==> config.mk <==
export PLATFORM = sky130hd
export DESIGN_NAME = packed_chess_position_decoder
export DESIGN_NICKNAME = d
export VERILOG_FILES = /design/src/sv/pcpd_pkg.sv /design/src/sv/pcpd_decode.sv /design/src/sv/pcpd_outq.sv /design/src/sv/packed_chess_position_decoder.sv
export SDC_FILE = /design/constraint.sdc
export NUM_CORES = 2
export LEC_CHECK = 0
export ABC_AREA = 1
export ABC_CLOCK_PERIOD_IN_PS = 35800
export BUFFER_PORTS_ARGS = -buffer_cell sky130_fd_sc_hd__buf_4
export CAP_MARGIN = 30
export CORE_MARGIN = 10
export CORE_UTILIZATION = 25
export CTS_CLUSTER_DIAMETER = 150
export DETAILED_ROUTE_END_ITERATION = 7
export SYNTH_ARGS = -nofsm -noshare
export SYNTH_HDL_FRONTEND = slang
export SYNTH_SLANG_ARGS = --single-unit
==> constraint.sdc <==
create_clock -name clk -period 35.8 [get_ports clk]
set_clock_uncertainty 0.15 [all_clocks]
set_input_delay 1.79 -clock clk [delete_from_list [all_inputs] [get_ports clk]]
set_output_delay 1.79 -clock clk [all_outputs]
set_load 0.005 [all_outputs]
==> src/sv/pcpd_pkg.sv <==
package pcpd_pkg;

  typedef enum logic [3:0] {
    PH_STM     = 4'd0,
    PH_WK      = 4'd1,
    PH_BK      = 4'd2,
    PH_CODE    = 4'd3,
    PH_COLOR   = 4'd4,
    PH_CASTLE  = 4'd5,
    PH_EPFLAG  = 4'd6,
    PH_EPSQ    = 4'd7,
    PH_HALF_LO = 4'd8,
    PH_FULL    = 4'd9,
    PH_HALF_HI = 4'd10,
    PH_DONE    = 4'd11
  } phase_t;

  typedef enum logic [1:0] {
    KIND_PLACE   = 2'd0,
    KIND_TRAILER = 2'd1,
    KIND_ERROR   = 2'd2
  } kind_t;

  localparam logic [2:0] PT_KING = 3'd5;
  localparam logic [5:0] SQ_A8   = 6'd56;
  localparam logic [5:0] SQ_H1   = 6'd7;
  localparam int unsigned NUM_CODES = 5;
  // Piece codes as values with the first stream bit in bit 0: pawn, knight,
  // bishop, rook, queen.
  localparam logic [NUM_CODES-1:0][3:0] CODE_TAB =
    {4'b1001, 4'b0111, 4'b0101, 4'b0011, 4'b0001};

  localparam int unsigned MAX_RES    = 3;
  localparam int unsigned QDEPTH     = 8;
  localparam int unsigned QPTR_W     = $clog2(QDEPTH);

  typedef struct packed {
    phase_t      phase;
    logic [3:0]  nbits;
    logic [5:0]  part;
    logic [5:0]  scan;
    logic [5:0]  wk;
    logic [5:0]  bk;
    logic        stm;
    logic [3:0]  castle;
    logic        epv;
    logic [5:0]  epsq;
    logic [6:0]  half;
    logic [15:0] full;
    logic        err;
  } dstate_t;

  typedef struct packed {
    kind_t       kind;
    logic [5:0]  square;
    logic [2:0]  piece_class;
    logic        piece_color;
    logic        side_to_move;
    logic [3:0]  castling_rights;
    logic        ep_valid;
    logic [5:0]  ep_square;
    logic [6:0]  halfmove_clock;
    logic [15:0] fullmove_number;
    logic        last;
  } res_t;

  typedef struct packed {
    logic          emit;
    res_t          r;
    dstate_t       s;
  } step_t;

  // Up to three results produced by one byte, written to the queue together.
  typedef struct packed {
    logic [1:0]             cnt;
    res_t [MAX_RES-1:0]     res;
  } qwr_t;

  function automatic dstate_t st_reset();
    dstate_t s;
    s       = '0;
    s.phase = PH_STM;
    s.scan  = SQ_A8;
    return s;
  endfunction

  // Advance the scan to the next square that holds no king. Two kings can be
  // skipped at most, so three rounds always settle it.
  function automatic dstate_t settle(dstate_t s_in, logic step_first);
    dstate_t s;
    logic    step;
    logic    done;
    s    = s_in;
    step = step_first;
    done = 1'b0;
    for (int i = 0; i < 3; i++) begin
      if (!done && step) begin
        if (s.scan == SQ_H1) begin
          s.phase = PH_CASTLE;
          s.nbits = '0;
          done    = 1'b1;
        end else if (s.scan[2:0] == 3'd7) begin
          s.scan = s.scan - 6'd15;
        end else begin
          s.scan = s.scan + 6'd1;
        end
      end
      if (!done) begin
        if (s.scan != s.wk && s.scan != s.bk) begin
          done = 1'b1;
        end else begin
          step = 1'b1;
        end
      end
    end
    return s;
  endfunction

  function automatic step_t take_bit(dstate_t s_in, logic b);
    step_t      o;
    logic [3:0] n1;
    logic       found;
    logic [2:0] idx;
    o       = '0;
    o.s     = s_in;
    n1      = s_in.nbits + 4'd1;
    found   = 1'b0;
    idx     = '0;
    case (s_in.phase)
      PH_STM: begin
        o.s.stm   = b;
        o.s.phase = PH_WK;
        o.s.nbits = '0;
        o.s.part  = '0;
      end
      PH_WK, PH_BK: begin
        o.s.part  = s_in.part | (6'(b) << s_in.nbits);
        o.s.nbits = n1;
        if (n1 == 4'd6) begin
          o.emit          = 1'b1;
          o.r.kind        = KIND_PLACE;
          o.r.square      = o.s.part;
          o.r.piece_class = PT_KING;
          if (s_in.phase == PH_WK) begin
            o.s.wk          = o.s.part;
            o.r.piece_color = 1'b0;
            o.s.phase       = PH_BK;
            o.s.nbits       = '0;
            o.s.part        = '0;
          end else begin
            o.s.bk          = o.s.part;
            o.r.piece_color = 1'b1;
            o.s.phase       = PH_CODE;
            o.s.scan        = SQ_A8;
            o.s.nbits       = '0;
            o.s.part        = '0;
            o.s             = settle(o.s, 1'b0);
          end
        end
      end
      PH_CODE: begin
        o.s.part  = s_in.part | (6'(b) << s_in.nbits);
        o.s.nbits = n1;
        if (n1 == 4'd1 && o.s.part == 6'd0) begin
          o.s.nbits = '0;
          o.s       = settle(o.s, 1'b1);
        end else if (n1 >= 4'd4) begin
          for (int k = 0; k < NUM_CODES; k++) begin
            if (!found && o.s.part[3:0] == CODE_TAB[k]) begin
              found = 1'b1;
              idx   = 3'(k);
            end
          end
          if (found) begin
            o.s.part  = {3'b000, idx};
            o.s.phase = PH_COLOR;
          end else begin
            o.s.err = 1'b1;
          end
          o.s.nbits = '0;
        end
      end
      PH_COLOR: begin
        o.emit          = 1'b1;
        o.r.kind        = KIND_PLACE;
        o.r.square      = s_in.scan;
        o.r.piece_class = s_in.part[2:0];
        o.r.piece_color = b;
        o.s.part        = '0;
        o.s.phase       = PH_CODE;
        o.s.nbits       = '0;
        o.s             = settle(o.s, 1'b1);
      end
      PH_CASTLE: begin
        o.s.castle = s_in.castle | (4'(b) << s_in.nbits);
        o.s.nbits  = n1;
        if (n1 == 4'd4) begin
          o.s.nbits = '0;
          o.s.phase = PH_EPFLAG;
        end
      end
      PH_EPFLAG: begin
        o.s.epv   = b;
        o.s.phase = b ? PH_EPSQ : PH_HALF_LO;
        o.s.nbits = '0;
      end
      PH_EPSQ: begin
        o.s.epsq  = s_in.epsq | (6'(b) << s_in.nbits);
        o.s.nbits = n1;
        if (n1 == 4'd6) begin
          o.s.nbits = '0;
          o.s.phase = PH_HALF_LO;
        end
      end
      PH_HALF_LO: begin
        o.s.half  = s_in.half | (7'(b) << s_in.nbits);
        o.s.nbits = n1;
        if (n1 == 4'd6) begin
          o.s.nbits = '0;
          o.s.phase = PH_FULL;
        end
      end
      PH_FULL: begin
        // The bit counter wraps after sixteen bits, which ends the field.
        o.s.full  = s_in.full | (16'(b) << s_in.nbits);
        o.s.nbits = n1;
        if (n1 == 4'd0) begin
          o.s.phase = PH_HALF_HI;
        end
      end
      PH_HALF_HI: begin
        o.s.half[6] = s_in.half[6] | b;
        o.s.phase   = PH_DONE;
      end
      default: begin
      end
    endcase
    return o;
  endfunction

endpackage

==> src/sv/pcpd_decode.sv <==
module pcpd_decode
  import pcpd_pkg::*;
#(
  parameter int unsigned RECORD_BYTES = 32
) (
  input  logic       clk,
  input  logic       rst,
  input  logic       in_valid,
  output logic       in_ready,
  input  logic [7:0] data_byte,
  input  logic       space_ok,
  output qwr_t       qwr
);

  localparam int unsigned BC_W = $clog2(RECORD_BYTES);

  logic            held;
  logic [7:0]      byte_q;
  dstate_t         st;
  dstate_t         st_next;
  logic [BC_W-1:0] byte_count;
  logic [BC_W-1:0] byte_count_next;
  logic            fire;
  qwr_t            wr;

  assign fire     = held && space_ok;
  assign in_ready = !held || fire;

  always_ff @(posedge clk) begin
    if (rst) begin
      held <= 1'b0;
    end else if (in_valid && in_ready) begin
      held <= 1'b1;
    end else if (fire) begin
      held <= 1'b0;
    end
  end

  always_ff @(posedge clk) begin
    if (in_valid && in_ready) begin
      byte_q <= data_byte;
    end
  end

  // All eight bits of the held byte walk through the field decoder in one
  // pass; each bit can complete at most one placement.
  always_comb begin
    dstate_t s;
    step_t   stp;
    res_t    tr;
    s       = st;
    stp     = '0;
    tr      = '0;
    wr      = '0;
    for (int i = 0; i < 8; i++) begin
      if (!s.err && s.phase != PH_DONE) begin
        stp = take_bit(s, byte_q[i]);
        s   = stp.s;
        if (stp.emit && wr.cnt != 2'd3) begin
          wr.res[wr.cnt] = stp.r;
          wr.cnt         = wr.cnt + 2'd1;
        end
      end
    end
    st_next         = s;
    byte_count_next = byte_count + 1'b1;
    if (byte_count == BC_W'(RECORD_BYTES - 1)) begin
      tr.last = 1'b1;
      if (s.err || s.phase != PH_DONE) begin
        tr.kind = KIND_ERROR;
      end else begin
        tr.kind            = KIND_TRAILER;
        tr.side_to_move    = s.stm;
        tr.castling_rights = s.castle;
        tr.ep_valid        = s.epv;
        tr.ep_square       = s.epsq;
        tr.halfmove_clock  = s.half;
        tr.fullmove_number = s.full;
      end
      if (wr.cnt != 2'd3) begin
        wr.res[wr.cnt] = tr;
        wr.cnt         = wr.cnt + 2'd1;
      end
      st_next         = st_reset();
      byte_count_next = '0;
    end
    if (!fire) begin
      wr.cnt = 2'd0;
    end
  end

  assign qwr = wr;

  always_ff @(posedge clk) begin
    if (rst) begin
      st         <= st_reset();
      byte_count <= '0;
    end else if (fire) begin
      st         <= st_next;
      byte_count <= byte_count_next;
    end
  end

endmodule

==> src/sv/pcpd_outq.sv <==
module pcpd_outq
  import pcpd_pkg::*;
(
  input  logic clk,
  input  logic rst,
  input  qwr_t qwr,
  output logic space_ok,
  output logic out_valid,
  input  logic out_ready,
  output res_t head
);

  res_t              mem [QDEPTH];
  logic [QPTR_W-1:0] wp;
  logic [QPTR_W-1:0] rp;
  logic [QPTR_W:0]   count;
  logic              pop;

  assign out_valid = count != '0;
  assign pop       = out_valid && out_ready;
  assign head      = mem[rp];
  // Room for the largest burst one byte can produce.
  assign space_ok  = count <= (QPTR_W + 1)'(QDEPTH - MAX_RES);

  always_ff @(posedge clk) begin
    for (int j = 0; j < MAX_RES; j++) begin
      if (2'(j) < qwr.cnt) begin
        mem[wp + QPTR_W'(j)] <= qwr.res[j];
      end
    end
  end

  always_ff @(posedge clk) begin
    if (rst) begin
      wp    <= '0;
      rp    <= '0;
      count <= '0;
    end else begin
      wp    <= wp + QPTR_W'(qwr.cnt);
      rp    <= rp + QPTR_W'(pop);
      count <= count + (QPTR_W + 1)'(qwr.cnt) - (QPTR_W + 1)'(pop);
    end
  end

endmodule

==> src/sv/packed_chess_position_decoder.sv <==
// Packed chess position decoder.
// Input channel (in_valid/in_ready, data_byte): one byte of a packed position
// record per transfer, bit 0 first. Every RECORD_BYTES bytes form one record.
// Output channel (out_valid/out_ready): one result per transfer. Each king
// and each decoded piece gives a placement (kind 0); the record's last byte
// adds a trailer (kind 1) with the header fields, or a malformed-record
// result (kind 2) when a piece code is unknown or the record runs short.
// Both end results carry last = 1.
// A byte taken into the input register is decoded there, and its results are
// written into the result queue, from which the first of them can transfer.
// Throughput: one byte per cycle while the queue has room. A byte yields at
// most three results, and the output delivers one per cycle while out_ready is
// high; the byte in the input register waits while the eight-entry result queue
// has fewer than three free entries. When the receiver stalls, results collect
// in that queue and in_ready falls once it fills; nothing is dropped.
// Reset (rst, synchronous) empties the queue and the input register and
// returns the decoder to the start of a record.
module packed_chess_position_decoder
  import pcpd_pkg::*;
#(
  parameter int unsigned RECORD_BYTES = 32
) (
  input  logic        clk,
  input  logic        rst,
  input  logic        in_valid,
  output logic        in_ready,
  input  logic [7:0]  data_byte,
  output logic        out_valid,
  input  logic        out_ready,
  output logic [1:0]  kind,
  output logic [5:0]  square,
  output logic [2:0]  piece_class,
  output logic        piece_color,
  output logic        side_to_move,
  output logic [3:0]  castling_rights,
  output logic        ep_valid,
  output logic [5:0]  ep_square,
  output logic [6:0]  halfmove_clock,
  output logic [15:0] fullmove_number,
  output logic        last
);

  qwr_t qwr;
  logic space_ok;
  res_t head;

  pcpd_decode #(
    .RECORD_BYTES(RECORD_BYTES)
  ) u_decode (
    .clk      (clk),
    .rst      (rst),
    .in_valid (in_valid),
    .in_ready (in_ready),
    .data_byte(data_byte),
    .space_ok (space_ok),
    .qwr      (qwr)
  );

  pcpd_outq u_outq (
    .clk      (clk),
    .rst      (rst),
    .qwr      (qwr),
    .space_ok (space_ok),
    .out_valid(out_valid),
    .out_ready(out_ready),
    .head     (head)
  );

  assign kind            = head.kind;
  assign square          = head.square;
  assign piece_class     = head.piece_class;
  assign piece_color     = head.piece_color;
  assign side_to_move    = head.side_to_move;
  assign castling_rights = head.castling_rights;
  assign ep_valid        = head.ep_valid;
  assign ep_square       = head.ep_square;
  assign halfmove_clock  = head.halfmove_clock;
  assign fullmove_number = head.fullmove_number;
  assign last            = head.last;

endmodule

==> After elaboration in Yosys (flattened, before gate mapping) <==
Memories as Yosys holds them, arrays and structs flattened. A register that Yosys moved wholly into a read port is not among the register bits.
Cells that the tools add are included.
{ "classes": {"addsub": 119, "magnitude_cmp": 28, "n_eq_ne": 354, "n_shift": 32, "muxes": 1476, "bitwise": 48, "n_reduce_logical": 303} }
{ "ops": {"columns": ["operator", "count"], "rows": [
  ["$mux W146", 16],
  ["$mux W6", 272],
  ["$mux W68", 17],
  ["$bwmux W144", 8],
  ["$mux W1", 810],
  ["$demux W48 S2", 8],
  ["$mux W8", 96],
  ["$mux W48", 10],
  ["$ne A6 B6 Y1", 80],
  ["$pmux W18 S3", 8],
  ["$pmux W6 S3", 24],
  ["$mux W53", 8],
  ["$pmux W16 S3", 8],
  ["$mux W14", 24],
  ["$mux W42", 8],
  ["$pmux W4 S10", 8],
  ["$add A6 B1 Y6 const B", 48],
  ["$eq A6 B3 Y1 const B", 48],
  ["$sub A6 B4 Y6 const B", 48],
  ["$eq A4 B3 Y1 const B", 64],
  ["$pmux W4 S8", 8],
  ["$mux W13", 16],
  ["$pmux W13 S2", 8],
  ["$mux W7", 24],
  ["53 further kinds", 691]
]} }
{ "totals": {"register_bits": 92, "ram_bits": 384, "in_bits": 12, "out_inout_bits": 50, "word_cells": 2380, "mem_count": 1} }
{ "mem_list": {"columns": ["memory", "depth", "word_bits", "read_ports", "rd_ports_with_merged_regs", "wr", "line_no", "text"], "rows": [
  ["u_outq.mem", 8, 48, 1, 1, 3, "pcpd_outq.sv:13", "res_t mem [QDEPTH];"]
]} }

==> Depth between registers and ports, before layout <==
{ "logic_depth": {"depth_word": 339, "depth_mapped": 244} }

==> Hierarchy <==
Synthesis repeated with hierarchy kept, for this count alone.
{ "hier_totals": {"cells_unflattened": 9436, "hier_area_um2": 58507.4} }
{ "by_module_without_submodules": {"columns": ["mod", "instances", "cells_each", "area_per_inst_um2"], "rows": [
  ["pcpd_decode", 1, 5818, 32311.0],
  ["pcpd_outq", 1, 3618, 26196.4]
]} }

==> Worst setup path before layout <==
Ideal clock, no wire load.
{ "synth_timing": {"path_kind": "reg2reg", "from": "register u_decode.st[49] (netlist bit)", "to": "memory u_outq.mem[5][0] (netlist bit) (enable)", "arrival_time_ns": 24.840, "required_time_ns": 34.943, "path_slack_ns": 10.103, "path_stages_with_launch": 217, "n_path_buf": 5, "period_less_slack_ns": 25.697, "cell_sequence": "dfxtp_1 > ha_1 > ha_1 > ha_1 > nand4_1 > nand2_1 > nand2_2 > nand3_2 > nand2_1 > nand2_1 > nand3_2 > nand2_4 > buf_8 > nand3_4 > nand2_4 > inv_1 > ha_1 > ha_1 > [181 not listed] > inv_2 > nor2_1 > inv_4 > a21oi_4 > inv_2 > nor2_4 > nor2_1 > nor2_2 > inv_2 > nor2_8 > xor2_2 > nand3_4 > inv_2 > nor3_1 > or2_2 > buf_2 > nand2_1 > nand3_1"} }
{ "synth_rtl": {"columns": ["element", "line_no", "text"], "rows": [
  ["start: declaration", "pcpd_decode.sv:19", "dstate_t st;"],
  ["start signal: assignment", "pcpd_decode.sv:96", "st <= st_reset();"],
  ["start signal: assignment", "pcpd_decode.sv:99", "st <= st_next;"],
  ["end: declaration", "pcpd_outq.sv:13", null]
]} }

==> reports/metrics.cfg <==
[run_status]
status=completed

[critical_path]
critPathLaunch=u_decode.st[48]
r2r_slack_ps=4170
worstSetupStartpointType=flip-flop
cpMaxStageDelayCell=a21oi_2
cpPeakStageDelay_ps=690
critPathArrivalTime_ps=31790
critPathKind=reg2reg
worstSetupEndpointType=flip-flop
cpMostUsedCell=nand2_1
timing.rr.start=u_decode.st[48]
cp_data_required_time_ps=35950
rr_worst_depth=207
reg2reg_to=u_outq.mem[3][27]
crit_end=u_outq.mem[3][27]
path_max_fanout=26

[yosys]
synth.avg_cell_area_sq_um=6.445
synth_area_sq_um=50540
synthCells=7841
ys_warn_count=0
ys_types=93
synth_top_area_cell=edfxtp_1
ys.flop_type=edfxtp_1
syn_nets=7989
ys_seq_elements=476
synthArstFlopShare=0
yosysSeqAreaShare=0.2662
synth_top_cells_by_area=edfxtp_1, nand2_1, nor2_1
synth_edf_count=392
yosysTopAreaCellShare=0.2329

[placement]
hpwl_um=161500
placed_area_sq_um=53350
gp_congestion=1.023
port_buffers=61

[floorplanning]
rows=164
die_h_um=469.6
die-area_sq_um=220500
fp.coreArea_sq_um=200500
die_w_um=469.6
io_pins=62
start_util=0.2521

[detailed_routing]
drc=0
wire_per_inst_um=20.14
vias_per_cell=5.312
firstDrtPassIters=7
antenna_left=0
wl_um=210700
drtIter0Drc=7556
vias=55580

[global_route]
track_usage=0.1781
grt_max_degree=169
gr-total-overflow=0
grt_pass1_vias=50840
grt_pass1_wl_um=315500
antenna_found_initial=2

[layout]
num-fill-cells=22230
final_cell_mix=nand2_1, nor2_1, inv_1
post-route-util=0.2740
design_area_sq_um=54940
area_growth_pct=8.715
diodes=0
drive_gt1_frac=0.1123
layout_commonest_cell=nand2_1
nets=7916

[timing]
holdWs_ps=332.8
slew_viol_final=0
rsz0062_at_grt=no
tightest_slew_ps=1124
setup_viol=0
max_freq_mhz=31.61
period_share=0.8836
hold_viol=0
relSlewSlack=0.2427
tns_ps=0
fin_crit_ps=31630

[clock_tree]
cts_made_buffers=48
path_clk_slew_ps=70
cts_setup_buffers=0
clock_latency_ps=650
htreeDepth=2
tritoncts=built
cts.repair.resized=0
cts.sinks=476
root_buffer=clkbuf_16
postCtsHoldBufs=0
cts_buffer_depth=3

[worst_hold_path]
min_path_type=reg2reg

[run]
max_cap_violations=0

how the worst min path moves through the flow:
stage | startpoint | end | slack, ps | depth (start not counted)
floorplan | u_decode.st[9] | u_decode.st[9] | 290 | 2
global placement | u_decode.st[57] | u_decode.st[57] | 310 | 2
finish | u_decode.st[58] | u_decode.st[58] | 330 | 2
detailed placement | u_decode.st[16] | u_decode.st[16] | 310 | 2
CTS | u_decode.st[58] | u_decode.st[58] | 330 | 2
global route | u_decode.st[56] | u_decode.st[56] | 340 | 2
critical path, delay by kind of cell, from the launching register on:
| kind | cells | cell delay, ps |
|---|---|---|
| DFF | 1 | 670 |
| xor gates and xnor gates | 1 | 400 |
| AOI/OAI and AO/OA | 10 | 2610 |
| and+or+nand+nor | 140 | 16690 |
| buffers and inverters | 28 | 3540 |
| adders and majority gates | 28 | 7100 |
sequential cells by signal, summed over array words and instances (netlist names):
signal / count
u_decode.byte_q: 8
u_decode.held: 1
u_outq.rp: 3
u_decode.st: 68
u_decode.byte_count: 5
u_outq.count: 4
u_outq.wp: 3
u_outq.mem: 384
per-stage QoR:
step,cells,setup slack [ps]
CTS,10460,4533
finish,10460,4167
global route,10460,1227
floorplan,7841,10100
global placement,10360,5476
detailed placement,10370,4664
layout make-up:
cell class                 instances  area (sq um)  share of cell area
inverter                        1112          4265             0.07764
tap                             2656          3323             0.06049
timing repair buffer             121         927.1             0.01688
sequential                       476         13460              0.2450
multi-input combinational       6009         31390              0.5714
clock buffer                      56          1241             0.02259
clock inverter                    32         329.1            0.005990
layer usage:
| layer | track usage | part of all wire |
|---|---|---|
| met1 | 0.2549 | 0.44 |
| met2 | 0.2713 | 0.42 |
| met3 | 0.02698 | 0.096 |
| met4 | 0.05851 | 0.038 |
| met5 | 0 | 0 |
Yosys cell counts (8+ instances only):
cell / number
a211oi_1: 21
buf_4: 12
nor2_2: 77
nand2_4: 72
a21oi_2: 9
nor2_4: 14
dfxtp_1: 84
o21ai_0: 629
nand2_1: 1475
o2111ai_1: 13
nor3_1: 97
a2111oi_0: 9
a21oi_4: 9
nor2_1: 1423
o22ai_1: 149
a211oi_2: 9
nand2_2: 206
o211ai_1: 70
nor4_1: 31
or2_2: 8
clkbuf_8: 17
inv_2: 61
buf_6: 38
nor4b_1: 8
xor2_1: 47
o21a_1: 22
o31ai_1: 12
nand3_4: 24
nand3_2: 117
inv_1: 1003
a31oi_1: 163
ha_1: 134
o221ai_1: 11
a21oi_1: 339
buf_2: 12
edfxtp_1: 392
clkinv_1: 31
o21ai_1: 27
nand4_1: 121
clkbuf_1: 157
a22oi_1: 14
nand3_1: 548
cells by family (layout without fill, tap and decap cells):
| group | count (synthesis) | in the layout | share of synthesized area |
|---|---|---|---|
| and+or+nand+nor | 4263 | 4263 | 0.3961 |
| DFF | 476 | 476 | 0.2662 |
| buffers and inverters | 1356 | 1321 | 0.1138 |
| adders and majority gates | 136 | 136 | 0.03397 |
| xor gates and xnor gates | 53 | 53 | 0.009334 |
| AOI/OAI and AO/OA | 1557 | 1557 | 0.1806 |
Power is left out: the tool's default activity adds up to more than one toggle a clock period on the data nets, which glitch-free logic cannot reach.
